$ cat config.mk
export PLATFORM = sky130hd
export DESIGN_NAME = pba_word_unit
export DESIGN_NICKNAME = d
export VERILOG_FILES = /design/src/hw/rtl/pba_word_unit.sv
export SDC_FILE = /design/constraint.sdc
export NUM_CORES = 2
export LEC_CHECK = 0
export ABC_AREA = 0
export BUFFER_PORTS_ARGS = -buffer_cell sky130_fd_sc_hd__buf_2
export CORE_ASPECT_RATIO = 2
export CORE_UTILIZATION = 50
export DETAILED_ROUTE_END_ITERATION = 10
export GPL_TIMING_DRIVEN = 1
export MAX_ROUTING_LAYER = met4
export PLACE_DENSITY_LB_ADDON = 0.1
export SETUP_SLACK_MARGIN = 0.1
export SYNTH_ARGS = -nofsm -noshare
export SYNTH_HDL_FRONTEND = slang
export SYNTH_SLANG_ARGS = --single-unit
$ cat constraint.sdc
create_clock -name vclk -period 7.7
set_input_delay 0.385 -clock vclk [all_inputs]
set_output_delay 0.385 -clock vclk [all_outputs]
set_load 0.02 [all_outputs]
$ cat src/hw/rtl/pba_word_unit.sv
// Shared word unit: masks, population count, free-run search and
// read-modify-write of one map word. Purely combinational, no dependencies.
module pba_word_unit #(
  parameter int MAX_PAGES     = 16384,
  parameter int MAP_WORD_BITS = 32
) (
  input  logic [MAP_WORD_BITS-1:0]                rd_word,
  input  logic [$clog2(MAX_PAGES/MAP_WORD_BITS)-1:0] word_idx,
  input  logic [(($clog2(MAX_PAGES)+1) > 16 ? $clog2(MAX_PAGES)+2 : 17)-1:0] lim,
  input  logic [(($clog2(MAX_PAGES)+1) > 16 ? $clog2(MAX_PAGES)+2 : 17)-1:0] lo,
  input  logic [(($clog2(MAX_PAGES)+1) > 16 ? $clog2(MAX_PAGES)+2 : 17)-1:0] hi,
  input  logic [(($clog2(MAX_PAGES)+1) > 16 ? $clog2(MAX_PAGES)+2 : 17)-1:0] run_need,
  input  logic [(($clog2(MAX_PAGES)+1) > 16 ? $clog2(MAX_PAGES)+2 : 17)-1:0] carry_in,
  input  logic                                    set_bits,
  output logic [MAP_WORD_BITS-1:0]                new_word,
  output logic [$clog2(MAP_WORD_BITS):0]          pop,
  output logic                                    found,
  output logic [$clog2(MAP_WORD_BITS)-1:0]        found_bit,
  output logic [(($clog2(MAX_PAGES)+1) > 16 ? $clog2(MAX_PAGES)+2 : 17)-1:0] run_top
);

  localparam int WB     = MAP_WORD_BITS;
  localparam int BIT_W  = $clog2(MAP_WORD_BITS);
  localparam int ADDR_W = $clog2(MAX_PAGES / MAP_WORD_BITS);
  localparam int PAGE_W = $clog2(MAX_PAGES) + 1;
  localparam int CW     = (PAGE_W > 16) ? PAGE_W + 1 : 17;
  localparam int POP_W  = BIT_W + 1;

  // Bits of this word whose page number lies below the bound.
  function automatic logic [WB-1:0] below_mask(input logic [ADDR_W-1:0] idx,
                                               input logic [CW-1:0] bound);
    logic [CW-BIT_W-1:0] bw;
    logic [BIT_W-1:0]    bb;
    logic [CW-BIT_W-1:0] iw;
    bw = bound[CW-1:BIT_W];
    bb = bound[BIT_W-1:0];
    iw = (CW-BIT_W)'(idx);
    if (iw < bw) begin
      below_mask = '1;
    end else if (iw == bw) begin
      below_mask = ~({WB{1'b1}} << bb);
    end else begin
      below_mask = '0;
    end
  endfunction

  logic [WB-1:0]    active_w;
  logic [WB-1:0]    range_w;
  logic [WB-1:0]    free_w;
  logic [WB-1:0]    has_used;
  logic [BIT_W-1:0] used_idx [WB];
  logic [CW-1:0]    run_len  [WB];
  logic [WB-1:0]    hit;

  assign active_w = below_mask(word_idx, lim);
  assign range_w  = below_mask(word_idx, hi) & ~below_mask(word_idx, lo);
  assign new_word = set_bits ? (rd_word | range_w) : (rd_word & ~range_w);
  // pages past the active limit break any run
  assign free_w   = ~rd_word & active_w;

  always_comb begin
    pop = '0;
    for (int b = 0; b < WB; b++) begin
      pop = pop + POP_W'(rd_word[b] & active_w[b]);
    end
  end

  // Run length ending at each bit: distance to the nearest used bit at or
  // below it, or, when there is none, the carried run from earlier words plus the bits up to it.
  always_comb begin
    for (int b = 0; b < WB; b++) begin
      has_used[b] = 1'b0;
      used_idx[b] = '0;
      for (int j = 0; j <= b; j++) begin
        if (!free_w[j]) begin
          has_used[b] = 1'b1;
          used_idx[b] = BIT_W'(j);
        end
      end
      if (has_used[b]) begin
        run_len[b] = CW'(b) - CW'(used_idx[b]);
      end else begin
        run_len[b] = carry_in + CW'(b) + CW'(1);
      end
      hit[b] = (run_len[b] >= run_need);
    end
  end

  always_comb begin
    found_bit = '0;
    for (int b = WB - 1; b >= 0; b--) begin
      if (hit[b]) begin
        found_bit = BIT_W'(b);
      end
    end
  end

  assign found   = |hit;
  assign run_top = run_len[WB-1];

endmodule

==> impl_metrics.yaml <==
timing:
  timing.final.crit_share_pct: 95.75
  rsz0062_at_grt: "yes"
  max_freq_mhz: 135.6
  tns_ps: 0
  relSlewSlack_pct: -4.477
  fin_crit_ps: 7373
  slew_viol_final: 3
  worstMarginPinSlew_ps: 1556
  setup_viol: 0
  hold_viol: 0
critical_path:
  critPathLaunchType: "input pin"
  critical_path_class: "in2out"
  crit_top_cell: "a21oi_1"
  worstPathRequired_ps: 7320
  worstPathArrival_ps: 6990
  cpMaxStageDelayCell: "o21ai_0"
  critPathCaptureType: "primary output"
  cp_slowest_stage_delay_ps: 990
  path_max_fanout: 11
place:
  port_buffers: 188
  globalplace.congestion: 1.093
  hpwl_um: 102100
detailed_routing:
  drt_iter0_drc: 2831
  wl_um: 135800
  wl_per_cell_um: 28.48
  viasPerCell: 6.577
  drc: 0
  via_count: 31350
  first_pass_iters: 6
  ant_nets: 0
finish:
  syn_to_final_growth_pct: 11.71
  drive_above_1_share_pct: 13.90
  clkbuf_count: 0
  seqCellArea_um2: 0
  fill_cells: 5385
  finalNetCount: 4859
  seq_cells: 0
logic_synthesis:
  synthesis.area_um2: 26490
  synth_seq_area_share_pct: 0
  synth_common_cells: "655 x nor2_1, 627 x ha_1, 307 x a21oi_1"
  syn-num-nets: 4596
  yosysUniqueCellTypes: 95
  yosys.area.top_type_share_pct: 29.62
  synth.most_common_cell: "nor2_1"
  synth_area_leader_cell: "ha_1"
  synth_area_leaders: "ha_1 30%, nor2_1 9.3%, xnor2_1 9.2%"
  syn_inst: 3818
  avgSynthCellArea_um2: 6.937
  synth_warnings: 0
die:
  fp.dieH_um: 327.5
  io_pins: 188
  core_area_um2: 52410
  dieArea_um2: 53950
  initial_core_util_pct: 50.54
  rows: 119
  fp.dieW_um: 164.7
global_routing:
  grt_pass1_vias: 30240
  antenna_found_initial: 20
  grt_max_degree: 37
  grt_usage_pct: 52.30
  grt_pass1_wl_um: 198700
  globalRouteOverflowTotal: 0
outcome:
  outcome: "complete, but fails checks"
  violations: "capacitance limit, slew limit"
hold_path:
  min_path_type: "in2out"
job:
  cap_violations: 1
cts:
  hold_buffers: 0
layer usage:
layer | GRT usage, % | up-vias | part of all wire [%]
li1 | - | 14140 | -
met1 | 48.99 | 14420 | 32
met2 | 78.89 | 1905 | 44
met3 | 20.70 | 893 | 11
met4 | 52.61 | 0 | 13
met5 | - | - | 0
path summary, 6_finish.rpt:
kind / startpoint / slack, ps / end / cells past startpoint
worst max-delay path: lim[1] / 330 / found_bit[0] / 33
worst min-delay path: rd_word[29] / 1190 / new_word[29] / 3
what timing repair did:
action / 4_1_cts / 5_1_grt
setup buffers: 0 / 7
resized for setup: 0 / 16
setup endpoints to repair: 0 / 11
per-stage QoR:
step,worst slack (ps),utilization (%),hold slack (ps),cell area (um2),std cells
finish,326.9,56.46,1195,29590,4767
global route,59.63,56.45,1218,29590,4766
CTS,217.1,56.05,1190,29380,4733
detailed placement,278.9,56.05,1186,29380,4733
global placement,249.9,56.05,1183,29380,4733
floorplan,285.6,-,864.1,26490,3818
worst max-delay path: cells and delay by family:
kind / cells / cell delay, ps
compound gates: 18 / 3670
buf+inv: 6 / 1050
xor+xnor: 1 / 180
fa+ha+maj: 2 / 550
simple gates: 6 / 1160
layout by cell type, fill, tap and decap left out, types with 11 or more instances in the layout:
cell type,synthesis,layout
a21boi_0,15,13
o211ai_1,30,30
or2_2,15,15
o2111ai_1,14,14
nand3_1,78,77
o31ai_1,17,16
mux2i_1,11,11
o21ai_1,13,17
and3_1,21,21
diode_2,0,23
a221oi_1,11,11
a31oi_1,15,15
and4_1,14,14
ha_1,627,627
or3_1,11,11
nand2_1,302,302
xor2_1,140,140
nor4_1,15,15
o21ai_0,183,178
buf_4,2,244
inv_1,114,103
nand2b_1,65,65
nor2_1,655,655
mux2_2,36,36
and2_1,21,21
xnor2_1,278,277
a21oi_2,16,16
nor3_1,72,71
nor2b_1,72,72
a211oi_1,26,26
a21oi_1,307,306
buf_2,9,189
fa_1,24,22
inv_2,4,11
a21o_1,148,148
o22ai_1,15,14
a2111oi_0,18,18
nand4_1,62,62
o21a_1,42,42
cells by family (layout without fill, tap and decap cells):
group | count (synthesis) | after routing | synth area share [%]
other | 0 | 23 | 0
adders and majority gates | 651 | 651 | 31.43
xor gates and xnor gates | 418 | 418 | 13.82
muxes | 47 | 47 | 1.946
and+or+nand+nor | 1448 | 1448 | 25.31
buffers and inverters | 295 | 556 | 4.308
AOI/OAI and AO/OA | 959 | 959 | 23.18
layout make-up:
cell class | count | area (um2) | share of cell area, %
Timing Repair Buffer | 437 | 2840 | 9.599
Tap cell | 665 | 832.0 | 2.812
Multi-Input combinational cell | 3523 | 25410 | 85.88
Inverter | 119 | 446.7 | 1.510
Antenna cell | 23 | 57.56 | 0.1945
